<file path="src/hdl/tkms_pkg.sv">
// ----------------------------------------------------------------------------
// tkms_pkg: shared types and constants for the top-k selector
// Value type, register widths, sequencer states and the cell command bundle.
// ----------------------------------------------------------------------------
package tkms_pkg;

    localparam int VALUE_W      = 32;
    localparam int CNT_W        = 5;    // keep_count / held_count port width
    localparam int MAX_KEEP_DEF = 16;
    localparam int KEEP_RESET   = 16;

    typedef logic signed [VALUE_W-1:0] value_t;

    typedef enum logic [1:0] {
        S_IDLE,
        S_CMP,
        S_UPD
    } state_t;

    // per-cycle command broadcast to every cell
    typedef struct packed {
        logic compare;  // latch lt/eq flags against the offered value
        logic insert;   // shift up above the insertion point
        logic replace;  // drop the minimum, shift down below the insertion point
    } cell_cmd_t;

endpackage

</file>
<file path="src/hdl/tkms_cell.sv">
// ----------------------------------------------------------------------------
// tkms_cell: one slot of the sorted selector chain
// Holds one value, compares it with the offered value and moves data
// to or from its neighbors on insert and replace.
// ----------------------------------------------------------------------------
module tkms_cell (
    input  logic                clk,
    input  tkms_pkg::cell_cmd_t cmd,
    input  logic                valid,
    input  tkms_pkg::value_t    vin,
    input  tkms_pkg::value_t    lo_val,
    input  logic                lo_lt,
    input  tkms_pkg::value_t    hi_val,
    input  logic                hi_lt,
    output tkms_pkg::value_t    val_q,
    output tkms_pkg::value_t    val_nx,
    output logic                lt_q,
    output logic                eq_q
);
    import tkms_pkg::*;

    value_t val_reg;
    value_t val_next;
    logic   lt_reg;
    logic   eq_reg;

    always_comb
    begin
        val_next = val_reg;
        if (cmd.insert)
        begin
            // lower neighbor below the new value: the new value lands here
            if (!lt_reg)
            begin
                val_next = lo_lt ? vin : lo_val;
            end
        end
        else if (cmd.replace)
        begin
            if (lt_reg)
            begin
                val_next = hi_lt ? hi_val : vin;
            end
        end
    end

    always_ff @(posedge clk)
    begin
        val_reg <= val_next;
        if (cmd.compare)
        begin
            lt_reg <= valid && (val_reg < vin);
            eq_reg <= valid && (val_reg == vin);
        end
    end

    assign val_q  = val_reg;
    assign val_nx = val_next;
    assign lt_q   = lt_reg;
    assign eq_q   = eq_reg;

endmodule

</file>
<file path="src/hdl/top_k_min_heap_selector.sv">
// ----------------------------------------------------------------------------
// top_k_min_heap_selector: keeps the largest distinct values of a stream
// A chain of cells holds the kept values sorted ascending, so cell 0 is
// always the minimum (the k-th largest once the set is full).
//
//   channel | direction | handshake           | payload
//   --------+-----------+---------------------+-----------------------------
//   in      | sink      | in_valid / in_stall | value, clear
//   out     | source    | out_valid/out_stall | accepted, was_duplicate,
//           |           |                     | kth_largest, held_count,
//           |           |                     | full_res
//   cfg     | sink      | cfg_valid/cfg_ready | keep_count
//
// Each item passes through a compare cycle, where every cell latches
// its less-than and equal flags, and an update cycle, where the cells
// shift by one place toward or away from their neighbor. The next item
// can enter during the update cycle of the one before it, not earlier.
// The update cycle waits while a previous result is still stalled.
// Reset (rst_n, async) empties the set and sets keep_count to 16; no
// clearing pass is needed since only cells below the held count are read.
// A keep_count write also empties the set.
// ----------------------------------------------------------------------------
module top_k_min_heap_selector #(
    parameter int MAX_KEEP = tkms_pkg::MAX_KEEP_DEF
) (
    input  logic                           clk,
    input  logic                           rst_n,
    // input channel
    input  logic                           in_valid,
    output logic                           in_stall,
    input  tkms_pkg::value_t               value,
    input  logic                           clear,
    // result channel
    output logic                           out_valid,
    input  logic                           out_stall,
    output logic                           accepted,
    output logic                           was_duplicate,
    output tkms_pkg::value_t               kth_largest,
    output logic [tkms_pkg::CNT_W-1:0]     held_count,
    output logic                           full_res,
    // configuration
    input  logic                           cfg_valid,
    output logic                           cfg_ready,
    input  logic [tkms_pkg::CNT_W-1:0]     keep_count
);
    import tkms_pkg::*;

    localparam int CAP_W = $clog2(MAX_KEEP + 1);
    localparam int KW    = (CAP_W > CNT_W) ? CAP_W : CNT_W;

    state_t state_reg;
    state_t state_next;

    logic [CNT_W-1:0] keep_reg;
    logic [CAP_W-1:0] held_reg;
    logic [CAP_W-1:0] held_next;
    value_t           vin_reg;

    logic             out_valid_reg;
    logic             acc_reg;
    logic             dup_reg;
    value_t           kth_reg;
    logic [CNT_W-1:0] cnt_reg;
    logic             full_reg;

    logic [KW-1:0]    keep_ext;
    logic [KW-1:0]    cap_ext;
    logic [CAP_W-1:0] cap;

    logic             slot_free;
    logic             in_take;
    logic             cfg_take;
    logic             upd;
    logic             dup;
    logic             is_full;
    logic             do_ins;
    logic             do_rep;
    logic [CAP_W-1:0] held_upd;
    logic [KW-1:0]    held_upd_ext;

    cell_cmd_t        cmd;

    value_t           val_q  [MAX_KEEP];
    value_t           val_nx [MAX_KEEP];
    logic [MAX_KEEP-1:0] lt_q;
    logic [MAX_KEEP-1:0] eq_q;
    logic [MAX_KEEP-1:0] cell_valid;

    // capacity: zero acts as one, anything past the chain length is clamped
    always_comb
    begin
        keep_ext = KW'(keep_reg);
        if (keep_ext == '0)
        begin
            cap_ext = KW'(1);
        end
        else if (keep_ext > KW'(MAX_KEEP))
        begin
            cap_ext = KW'(MAX_KEEP);
        end
        else
        begin
            cap_ext = keep_ext;
        end
    end
    assign cap = cap_ext[CAP_W-1:0];

    assign slot_free = !out_valid_reg || !out_stall;
    assign in_take   = in_valid && !in_stall;
    assign cfg_take  = cfg_valid && cfg_ready;
    assign upd       = (state_reg == S_UPD) && slot_free;

    // decisions of the update cycle, from the flags latched in the compare cycle
    assign dup      = |eq_q;
    assign is_full  = (held_reg == cap);
    assign do_ins   = !dup && !is_full;
    assign do_rep   = !dup && is_full && lt_q[0];
    assign held_upd = held_reg + CAP_W'(do_ins);
    assign held_upd_ext = KW'(held_upd);

    // sequencer: next state
    always_comb
    begin
        state_next = state_reg;
        unique case (state_reg)
            S_IDLE:
            begin
                if (in_take)
                begin
                    state_next = S_CMP;
                end
            end
            S_CMP:
            begin
                state_next = S_UPD;
            end
            S_UPD:
            begin
                if (slot_free)
                begin
                    state_next = in_take ? S_CMP : S_IDLE;
                end
            end
            default:
            begin
                state_next = S_IDLE;
            end
        endcase
    end

    // sequencer: outputs
    always_comb
    begin
        in_stall    = 1'b1;
        cfg_ready   = 1'b0;
        cmd.compare = 1'b0;
        cmd.insert  = 1'b0;
        cmd.replace = 1'b0;
        unique case (state_reg)
            S_IDLE:
            begin
                in_stall  = cfg_valid;
                cfg_ready = 1'b1;
            end
            S_CMP:
            begin
                cmd.compare = 1'b1;
            end
            S_UPD:
            begin
                // next item may enter as this one retires
                in_stall    = !slot_free || cfg_valid;
                cmd.insert  = slot_free && do_ins;
                cmd.replace = slot_free && do_rep;
            end
            default:
            begin
                in_stall = 1'b1;
            end
        endcase
    end

    // held count: config and clear empty the set, the update cycle may add one
    always_comb
    begin
        held_next = held_reg;
        if (cfg_take)
        begin
            held_next = '0;
        end
        else if (in_take && clear)
        begin
            held_next = '0;
        end
        else if (upd)
        begin
            held_next = held_upd;
        end
    end

    always_ff @(posedge clk or negedge rst_n)
    begin
        if (!rst_n)
        begin
            state_reg     <= S_IDLE;
            keep_reg      <= CNT_W'(KEEP_RESET);
            held_reg      <= '0;
            out_valid_reg <= 1'b0;
        end
        else
        begin
            state_reg <= state_next;
            held_reg  <= held_next;
            if (cfg_take)
            begin
                keep_reg <= keep_count;
            end
            if (upd)
            begin
                out_valid_reg <= 1'b1;
            end
            else if (!out_stall)
            begin
                out_valid_reg <= 1'b0;
            end
        end
    end

    // payload registers
    always_ff @(posedge clk)
    begin
        if (in_take)
        begin
            vin_reg <= value;
        end
        if (upd)
        begin
            acc_reg  <= do_ins || do_rep;
            dup_reg  <= dup;
            kth_reg  <= (held_upd != '0) ? val_nx[0] : '0;
            cnt_reg  <= held_upd_ext[CNT_W-1:0];
            full_reg <= (held_upd == cap);
        end
    end

    // the cell chain; cell 0 holds the minimum
    for (genvar i = 0; i < MAX_KEEP; i++)
    begin : g_cell
        value_t lo_val;
        logic   lo_lt;
        value_t hi_val;
        logic   hi_lt;

        assign cell_valid[i] = CAP_W'(i) < held_reg;

        if (i == 0)
        begin : g_lo_end
            assign lo_val = vin_reg;
            assign lo_lt  = 1'b1;
        end
        else
        begin : g_lo
            assign lo_val = val_q[i-1];
            assign lo_lt  = lt_q[i-1];
        end

        if (i == MAX_KEEP - 1)
        begin : g_hi_end
            assign hi_val = vin_reg;
            assign hi_lt  = 1'b0;
        end
        else
        begin : g_hi
            assign hi_val = val_q[i+1];
            assign hi_lt  = lt_q[i+1];
        end

        tkms_cell u_cell (
            .clk    (clk),
            .cmd    (cmd),
            .valid  (cell_valid[i]),
            .vin    (vin_reg),
            .lo_val (lo_val),
            .lo_lt  (lo_lt),
            .hi_val (hi_val),
            .hi_lt  (hi_lt),
            .val_q  (val_q[i]),
            .val_nx (val_nx[i]),
            .lt_q   (lt_q[i]),
            .eq_q   (eq_q[i])
        );
    end

    assign out_valid     = out_valid_reg;
    assign accepted      = acc_reg;
    assign was_duplicate = dup_reg;
    assign kth_largest   = kth_reg;
    assign held_count    = cnt_reg;
    assign full_res      = full_reg;

    // ------------------------------------------------------------------------
    // checks
    // ------------------------------------------------------------------------
    a_held_le_cap: assert property (@(posedge clk) disable iff (!rst_n)
        held_reg <= cap)
        else $error("held count above capacity");

    a_acc_not_dup: assert property (@(posedge clk) disable iff (!rst_n)
        out_valid && accepted |-> !was_duplicate)
        else $error("result both accepted and duplicate");

    a_cfg_empties: assert property (@(posedge clk) disable iff (!rst_n)
        cfg_take |=> held_reg == '0)
        else $error("config write did not empty the set");

    a_take_to_cmp: assert property (@(posedge clk) disable iff (!rst_n)
        in_take |=> state_reg == S_CMP)
        else $error("transfer in did not start a compare cycle");

    a_rep_when_full: assert property (@(posedge clk) disable iff (!rst_n)
        cmd.replace |-> held_reg == cap && !cmd.insert)
        else $error("replace issued on a set that is not full");

endmodule

</file>
<file path="config.mk">
export PLATFORM = sky130hd
export DESIGN_NAME = top_k_min_heap_selector
export DESIGN_NICKNAME = d
export VERILOG_FILES = /design/src/hdl/tkms_pkg.sv /design/src/hdl/tkms_cell.sv /design/src/hdl/top_k_min_heap_selector.sv
export SDC_FILE = /design/constraint.sdc
export NUM_CORES = 2
export LEC_CHECK = 0
export ABC_CLOCK_PERIOD_IN_PS = 4600
export BUFFER_PORTS_ARGS = -buffer_cell sky130_fd_sc_hd__buf_2
export CORE_MARGIN = 2
export CORE_UTILIZATION = 50
export DETAILED_ROUTE_END_ITERATION = 8
export PLACE_DENSITY = 0.68
export RECOVER_POWER = 25
export SYNTH_ARGS = -nofsm -noshare
export SYNTH_HDL_FRONTEND = slang
export SYNTH_SLANG_ARGS = --single-unit
</file>
<file path="constraint.sdc">
create_clock -name clk -period 4.6 [get_ports clk]
set_input_delay 1.15 -clock clk [delete_from_list [all_inputs] [get_ports clk]]
set_output_delay 1.15 -clock clk [all_outputs]
set_load 0.005 [all_outputs]
</file>
==> results.sh <==
export IMPL_ctsResizeCount=0
export IMPL_layout_filler_cells=7139
export IMPL_worst_setup_slack_after_layout_ps=508
export IMPL_leakage_nw=16.5
export IMPL_place_inst=4694
export IMPL_finish_cell_count_without_fillers=4824
export IMPL_initial_core_util_pct=50.2
export IMPL_worst_setup_hold_path_clk_slew_ps=60
export IMPL_global_route_wire_length_before_repair_mm=197
export IMPL_timing_worst_setup_path_type="reg -> reg"
export IMPL_r2r_cells=9
export IMPL_largest_register_ffs=512
export IMPL_grtUsageTotal_pct=29.2
export IMPL_critical_path_arrival_ps=4340
export IMPL_io_pins=86
export IMPL_post_cts_hold_buffer_count=0
export IMPL_groute_layer_met3_usage_pct=4.44
export IMPL_compound_gate_fraction_of_synth_area_pct=20.2
export IMPL_die_w_um=293
export IMPL_cts_htree_levels=3
export IMPL_timing_rr_end="g_cell[2].u_cell.val_q[13]"
export IMPL_endpoint_kind="flop"
export IMPL_area_share_of_and_or_nand_nor_cells_after_synthesis_pct=13.6
export IMPL_minimum_setup_slack_among_reg_to_reg_paths_ps=510
export IMPL_insertion_delay_to_the_later_sink_of_the_worst_skew_pair_ps=630
export IMPL_largest_net_degree_at_the_start_of_global_routing=132
export IMPL_worstSetupStartpoint="g_cell[3].u_cell.eq_q"
export IMPL_synth_yosys_seq_area_share_pct=44.2
export IMPL_clock_sink_count=629
export IMPL_synth_warnings=0
export IMPL_timing_clock_skew_ps=21.4
export IMPL_crit_end="g_cell[2].u_cell.val_q[13]"
export IMPL_layout_cells_most_common_list="sky130_fd_sc_hd__edfxtp_1, sky130_fd_sc_hd__ha_1, sky130_fd_sc_hd__or3_1"
export IMPL_maxSlewHeadroom_pct=-80.1
export IMPL_antenna_violations_before_repair=0
export IMPL_grt_pass1_vias=32000
export IMPL_nNetsFinal=4245
export IMPL_final_max_slew_violation_count=111
export IMPL_run_status="finished, violations left"
export IMPL_synthesis_nets=4257
export IMPL_share_of_layout_cells_above_drive_strength_1_pct=10.6
export IMPL_std_cell_rows=106
export IMPL_layout_area_overhead_vs_synth_pct=9.35
export IMPL_ctsRootBufferMaster="sky130_fd_sc_hd__clkbuf_16"
export IMPL_max_clock_freq_mhz=244
export IMPL_finalHoldViolCount=0
export IMPL_synth_xor_xnor_area_share_pct=0.209
export IMPL_globalRoute_busiestLayer="met2"
export IMPL_worstMarginPinSlew_ps=2700
export IMPL_synth_area_mux_share_pct=2.55
export IMPL_dr_pass1_iters=6
export IMPL_routed_wire_per_std_cell_um=26.6
export IMPL_totalWireLength_mm=128
export IMPL_yosys_most_used_dff="sky130_fd_sc_hd__edfxtp_1"
export IMPL_die_height_um=293
export IMPL_number_of_synthesized_flops_with_an_enable_pin=584
export IMPL_post_synth_instance_area_um2=41800
export IMPL_power_ir_vdd_worst_uv=284
export IMPL_synthesis_instances=3700
export IMPL_layout_cells_most_common="sky130_fd_sc_hd__edfxtp_1"
export IMPL_dp_hpwl_mm=92.8
export IMPL_cts_tree="done"
export IMPL_setup_viols_final=0
export IMPL_hold_path_class="reg -> reg"
export IMPL_route_antenna_remaining_nets=0
export IMPL_vias=33200
export IMPL_drv_cap=3
export IMPL_synth_top_family_by_area="compound AO/OA/AOI/OAI gates"
export IMPL_setup_worst_path_start_class="flop"
export IMPL_core_area_um2=83300
export IMPL_ys_async_sr_fraction_pct=2.07
export IMPL_place_congestion=0.872
export IMPL_cellPowerDensity_nw_per_um2=290
export IMPL_synth_ff_latch_count=629
export IMPL_worst_ep_required_time_ps=4850
export IMPL_num_antenna_cells=0
export IMPL_final_period_utilization_pct=89.0
export IMPL_area_taken_by_multi_input_logic_gates_um2=21900
export IMPL_grt_setup_unrepaired="false"
export IMPL_finalSetupTns_ps=0
export IMPL_globalRouteOverflowTotal=0
export IMPL_reg2reg_from="g_cell[3].u_cell.eq_q"
export IMPL_viasPerCell=6.87
export IMPL_groute_layer_met2_usage_pct=45.4
export IMPL_failed_checks="capacitance limit, slew limit"
export IMPL_route_detailed_drc=0
export IMPL_cts_setup_buffers=0
export IMPL_drt_iter0_drc=3830
export IMPL_period_minus_slack_ps=4090
export IMPL_cts_buffers_inserted=72
export IMPL_hold_path_startpoint="keep_ext[0]"
export IMPL_detailedPlace_worstSlack_ps=890
export IMPL_die_area_um2=86000
export IMPL_layout_area_seq_um2=18500
export IMPL_io_buffer_count=85
export IMPL_postSynthAreaPerCell_um2=11.3
export IMPL_cts_root_to_sink_buffers=3
export IMPL_use_met1_pct=42.5
export IMPL_synthAdderAreaFrac_pct=15.4
export IMPL_ys_types=76
export IMPL_critical_path_max_fanout=32
[how the worst min path moves through the flow]
| stage | endpoint | slack (ps) | cells past startpoint |
|---|---|---|---|
| floorplan | keep_ext[0] | 500 | 1 |
| global placement | keep_ext[0] | 540 | 1 |
| detailed placement | keep_ext[0] | 540 | 1 |
| CTS | keep_ext[0] | 390 | 1 |
| global route | keep_ext[0] | 590 | 1 |
| finish | keep_ext[0] | 560 | 1 |
[layer usage]
metal / vias to the layer above / part of all wire (%)
met5: - / 0
met1: 16300 / 43
li1: 15000 / -
met4: 0 / 2.5
met3: 235 / 8.8
met2: 1686 / 45
[where the power goes]
part	switching [W]	internal, W	total (W)
Sequential	0.0000724	0.00629	0.00637
Clock	0.00248	0.00334	0.00583
Combinational	0.000666	0.000410	0.00108
Total	0.00322	0.0100	0.0133
[worst max-delay path, cell delays in order, from the launching register on]
cell                       delay [ps]
sky130_fd_sc_hd__edfxtp_1         360
sky130_fd_sc_hd__nor4_1           530
sky130_fd_sc_hd__nand4_1          260
sky130_fd_sc_hd__clkbuf_1         370
sky130_fd_sc_hd__nand2b_4         270
sky130_fd_sc_hd__nor4b_1          270
sky130_fd_sc_hd__clkbuf_2         510
sky130_fd_sc_hd__a21oi_1          200
sky130_fd_sc_hd__a21oi_4          140
sky130_fd_sc_hd__clkbuf_2         760
[synthesized netlist by cell type, types with 69 or more instances]
library cell,number,area (µm²)
sky130_fd_sc_hd__nand4_1,91,569
sky130_fd_sc_hd__clkbuf_1,185,694
sky130_fd_sc_hd__edfxtp_1,584,17500
sky130_fd_sc_hd__nor2_1,112,420
sky130_fd_sc_hd__a221o_1,69,691
sky130_fd_sc_hd__inv_1,72,270
sky130_fd_sc_hd__and3_1,72,450
sky130_fd_sc_hd__buf_2,81,405
sky130_fd_sc_hd__a21oi_1,282,1410
sky130_fd_sc_hd__o221a_1,323,3640
sky130_fd_sc_hd__ha_1,514,6430
sky130_fd_sc_hd__nand2_1,173,649
sky130_fd_sc_hd__or3_1,384,2400
sky130_fd_sc_hd__o21ai_0,153,766
[kinds of logic (layout without fill, tap and decap cells)]
kind of cell	Yosys count	count (layout)
AO/OA/AOI/OAI	1047	1047
AND/OR/NAND/NOR	1026	1026
flip-flops	629	629
adder cells (fa/ha/maj)	514	514
buffers and inverters	375	419
multiplexers	99	99
XOR/XNOR	10	10
[through the flow]
stage	hold WS (ps)	utilization, %	instance area (µm²)	power, W
floorplan	502	-	41900	0.00718
global route	592	54.9	45800	0.0136
finish	559	54.9	45800	0.0133
CTS	392	55.1	45900	0.0133
detailed placement	541	52.3	43600	0.00754
global placement	542	52.3	43600	0.00751
[final cells by class]
type                       count  area share (%)
timing repair buffer         217            3.02
multi-input combinational   2696            48.0
clock buffer                 102            4.50
inverter                      72           0.591
clock inverter                28           0.528
tap                         1080            2.95
sequential                   629            40.4
No activity file was read; power rests on OpenSTA's default activity.
